[config.mk]
export PLATFORM = sky130hd
export DESIGN_NAME = pcfsm_div
export DESIGN_NICKNAME = d
export VERILOG_FILES = /design/src/pcfsm_pkg.sv /design/src/pcfsm_div.sv
export SDC_FILE = /design/constraint.sdc
export NUM_CORES = 1
export LEC_CHECK = 0
export BUFFER_PORTS_ARGS = -buffer_cell sky130_fd_sc_hd__buf_2
export CORE_MARGIN = 1
export CORE_UTILIZATION = 54
export DETAILED_ROUTE_END_ITERATION = 8
export PLACE_DENSITY = 0.77
export SYNTH_ARGS = -nofsm -noshare
export SYNTH_HDL_FRONTEND = slang
export SYNTH_SLANG_ARGS = --single-unit
[constraint.sdc]
create_clock -name clk_i -period 3.3 [get_ports clk_i]
set_input_delay 0.66 -clock clk_i [delete_from_list [all_inputs] [get_ports clk_i]]
set_output_delay 0.66 -clock clk_i [all_outputs]
set_load 0.01 [all_outputs]
[src/pcfsm_pkg.sv]
// Shared constants, register indexes and helpers of the shadow map test block.
package pcfsm_pkg;

  // Default map size.
  localparam int unsigned MAP_WIDTH_DEF  = 256;
  localparam int unsigned MAP_HEIGHT_DEF = 256;

  // Field widths.
  localparam int unsigned POS_W    = 21;
  localparam int unsigned DEPTH_W  = 32;
  localparam int unsigned USED_W   = 9;
  localparam int unsigned BIAS_W   = 16;
  localparam int unsigned CNT_W    = 5;
  localparam int unsigned FACTOR_W = 9;
  localparam int unsigned COORD_W  = POS_W - 7;  // integer part of a Q.8 sum, with sign
  localparam int unsigned CFG_IDX_W = 2;

  // Configuration register indexes.
  localparam logic [CFG_IDX_W-1:0] REG_MAP_WIDTH  = 2'd0;
  localparam logic [CFG_IDX_W-1:0] REG_MAP_HEIGHT = 2'd1;
  localparam logic [CFG_IDX_W-1:0] REG_DEPTH_BIAS = 2'd2;

  // Register reset values.
  localparam logic [USED_W-1:0] MAP_USED_RST = 9'd256;
  localparam logic [BIAS_W-1:0] BIAS_RST     = 16'd328;

  // Depth that the map holds after reset.
  localparam logic [DEPTH_W-1:0] DEPTH_FLOOR = 32'h8000_0000;

  // Truncate a Q.8 value toward zero.
  function automatic logic [COORD_W-1:0] trunc_q8(input logic signed [POS_W:0] s);
    logic [COORD_W-1:0] fl;
    fl = s[POS_W:8];
    if (s[POS_W] && (s[7:0] != 8'd0)) begin
      fl = fl + COORD_W'(1);
    end
    return fl;
  endfunction

endpackage

[src/pcfsm_div.sv]
// Bit-serial divider for the shadow factor: floor(256 * num / den), num <= den.
module pcfsm_div (
  input  logic                          clk_i,
  input  logic                          rst_ni,
  input  logic                          start_i,
  input  logic [pcfsm_pkg::CNT_W-1:0]    num_i,
  input  logic [pcfsm_pkg::CNT_W-1:0]    den_i,
  output logic                          done_o,
  output logic [pcfsm_pkg::FACTOR_W-1:0] quot_o
);
  import pcfsm_pkg::*;

  localparam int unsigned STEP_W = $clog2(FACTOR_W);

  logic                busy_q;
  logic [STEP_W-1:0]   step_q;
  logic [CNT_W-1:0]    rem_q;
  logic [CNT_W-1:0]    den_q;
  logic [FACTOR_W-1:0] quot_q;
  logic                done_q;

  logic [CNT_W:0]      trial;
  logic                ge;
  logic [CNT_W:0]      diff;

  // First step tests the numerator itself, later steps the doubled remainder.
  assign trial = (step_q == '0) ? {1'b0, rem_q} : {rem_q, 1'b0};
  assign ge    = trial >= {1'b0, den_q};
  assign diff  = trial - {1'b0, den_q};

  always_ff @(posedge clk_i or negedge rst_ni) begin
    if (!rst_ni) begin
      busy_q <= 1'b0;
      step_q <= '0;
      done_q <= 1'b0;
    end else begin
      done_q <= 1'b0;
      if (start_i) begin
        busy_q <= 1'b1;
        step_q <= '0;
      end else if (busy_q) begin
        step_q <= step_q + STEP_W'(1);
        if (step_q == STEP_W'(FACTOR_W - 1)) begin
          busy_q <= 1'b0;
          done_q <= 1'b1;
        end
      end
    end
  end

  always_ff @(posedge clk_i) begin
    if (start_i) begin
      rem_q  <= num_i;
      den_q  <= den_i;
      quot_q <= '0;
    end else if (busy_q) begin
      rem_q  <= ge ? diff[CNT_W-1:0] : trial[CNT_W-1:0];
      quot_q <= {quot_q[FACTOR_W-2:0], ge};
    end
  end

  assign done_o = done_q;
  assign quot_o = quot_q;

endmodule

==> results.cfg <==
[timing]
fin_setup_tns_ns = 0
hold_ws_ns = 0.1163
slew_viol_final = 0
tightest_slew_ns = 0.7085
skew_ns = 0.004501
relSlewSlack_pct = 52.77
setup_viol = 0
finalHoldViolations = 0
timing.final.crit_period_ns = 3.092
fmax_mhz = 323.4
period_share_pct = 93.69
rsz0062_at_grt = no

[cts]
ctsResizeCount = 0
clk_latency_ns = 0.33
cts_buffers = 3
cts_hold_buf = 0
cts_root_buf = clkbuf_4
cts.sinks = 25
cts_setup_buffers = 0
cts_tree = done
cts_max_level = 1
clkTransAtPathRegs_ns = 0.15
clock_path_buffers = 2

[floorplanning]
core_sq_um = 2276
die-area_sq_um = 2707
start_util_pct = 59.37
die_x_um = 52.03
ios = 23
die_h_um = 52.03
rows = 17

[power]
p_comb_share_pct = 41.4
powerDensity_nw_per_um2 = 666.6
clockPowerShare_pct = 14.8
swShare_pct = 36.56
p_seq_share_pct = 43.8
power.internal_mw = 0.6312
switching_power_mw = 0.3638
p_leak_nw = 0.7334
max-vdd-ir-drop_uv = 440.8

[synthesis]
synth_area_per_cell_sq_um = 10.48
synth_area_leaders = edfxtp_1, dfxtp_1, dfrtp_1, mux2i_1, ha_1
synth-edff-count = 10
synth_area_sq_um = 1351
synthArstFlopShare_pct = 24.00
synth_seq_area_share_pct = 46.67
synth-seq-cells = 25
yosysWarningCount = 0
synth_most_common_cell = nor2_1
yosys.area.top_type = edfxtp_1
synth_top_flop_cell = edfxtp_1
synth.net_count = 150
synth.distinct_cells = 45
synth_commonest_cells = nor2_1, nand2_1, edfxtp_1
syn_inst = 129
synth.top_cell.area_share_pct = 22.22

[grt]
grt_usage_pct = 21.20
globalRouteOverflowTotal = 0
grt_pass1_wl_um = 4071
antenna_found_initial = 0
grt_pass1_vias = 889
grt_max_degree = 34

[routing]
avgRoutedWirePerCell_um = 13.58
drtIter0Drc = 20
drt-total-wl_um = 2404
route.layer.met1.wl_um = 1172
met2_length_um = 1107
ant_nets = 0
routed.top_layer = met4
vias = 973
route.met3.wl_um = 87
drcViolationCount = 0
avgViaCountPerCell = 5.497
firstDrtPassIters = 4

[finish]
post-route-util_pct = 65.59
drive_above_1_share_pct = 24.83
syn2layout_area_growth_pct = 10.46
final_area_sq_um = 1493
final_nets = 171
insertedDiodeCount = 0

[min_path]
min_path_type = input pin to async pin

[critical_path]
worstPathArrival_ns = 3.19
cp_num_buf_inv = 1
cp_max_fo = 8
slowest_delay_ns = 0.45
path_cells = inv_1 > ha_1 > or3b_4 > nand2_1 > nand2_1 > ha_1 > and2b_4 > o31a_2 > and3b_4 > nor4_1 > a221o_1
critPathSlowestCell = dfrtp_1
worstSetupEndpointType = flop
start_kind = flop
crit_family = simple AND/OR/NAND/NOR gates
cp.required_ns = 3.40
critPathKind = flop to flop

[place]
dpl.hpwl_um = 1767
portBuffers = 22
place_congestion = 0.8431
post_dp_cell_area_sq_um = 1455

[status]
status = finished, final reports clean

[flow_run]
cap_violations = 0
-- metal layers --
metal	up-vias	track usage (%)
met5	-	0
met4	0	9.459
met3	4	3.509
met2	23	33.12
met1	447	28.57
li1	499	-
-- placed cells by master (no fill, tap or decap), drive strengths merged, types with 2 or more instances in the layout --
cell / n
buf: 22
nor2: 16
mux2i: 9
dfrtp: 6
edfxtp: 10
nand2: 16
a32oi: 2
clkbuf: 3
nand3b: 2
nor3b: 3
a221o: 2
dfxtp: 9
nor2b: 2
xor2: 3
inv: 9
a22o: 2
ha: 7
o21ai: 4
-- path summary, 6_finish.rpt --
path / startpoint / endpoint / slack (ns) / cells past startpoint
setup / recovery: step_q[0]$_DFFE_PN0P_ / rem_q[2]$_DFFE_PP_ / 0.21 / 11
hold / removal: rst_ni / done_o$_DFF_PN0_ / 0.12 / 1
setup reg to reg: step_q[0]$_DFFE_PN0P_ / rem_q[2]$_DFFE_PP_ / 0.21 / 11
hold reg to reg: quot_o[8]$_SDFFE_PP0P_ / quot_o[8]$_SDFFE_PP0P_ / 0.52 / 2
max in group asynchronous: rst_ni / step_q[1]$_DFFE_PN0P_ / 3.05 / 1
min in group clk_i: den_i[1] / den_q[1]$_DFFE_PP_ / 0.49 / 1
-- flip-flops by register name, summed over array words and instances, names as in the netlist --
register,cells
busy_q,1
den_q,5
done_o,1
quot_o,9
rem_q,5
step_q,4
-- worst reg2reg max path, delay by kind of cell (launching register included) --
family | cells | cell delay, ns
AO/OA/AOI/OAI | 2 | 0.60
flip-flops | 1 | 0.45
buffers and inverters | 1 | 0.08
AND/OR/NAND/NOR | 6 | 1.21
adder cells (fa/ha/maj) | 2 | 0.53
-- through the flow --
stage / instances / worst slack, ns / power, mW
floorplan: 129 / 0.4382 / 0.7516
global placement: 173 / 0.2251 / 0.8334
detailed placement: 173 / 0.1721 / 0.8448
CTS: 177 / 0.1458 / 0.9921
global route: 177 / 0.02997 / 1.073
finish: 177 / 0.2082 / 0.9950
-- power by group through the flow --
stage	logic, mW	registers [mW]	clock network [mW]
after global routing	0.467	0.442	0.163
after global placement	0.395	0.439	0
after floorplan	0.319	0.433	0
after detailed placement	0.403	0.441	0
after CTS	0.407	0.434	0.151
final	0.412	0.436	0.147
-- logic make-up after synthesis --
family          after synthesis  share of synthesized area, %
simple gates                 49                         18.89
flops                        25                         46.67
compound gates               20                         11.95
buf+inv                      14                         5.277
mux                           9                         6.667
fa+ha+maj                     8                         7.963
xor+xnor                      4                         2.593
-- area by class of cell --
type / instances / area, sq um
Clock buffer: 3 / 22.52
Clock inverter: 1 / 6.256
Fill cell: 177 / 783.3
Inverter: 8 / 30.03
Multi-Input combinational cell: 90 / 658.1
Sequential cell: 25 / 630.6
Tap cell: 28 / 35.03
Timing Repair Buffer: 22 / 110.1
No activity file was read; power rests on OpenSTA's default activity.
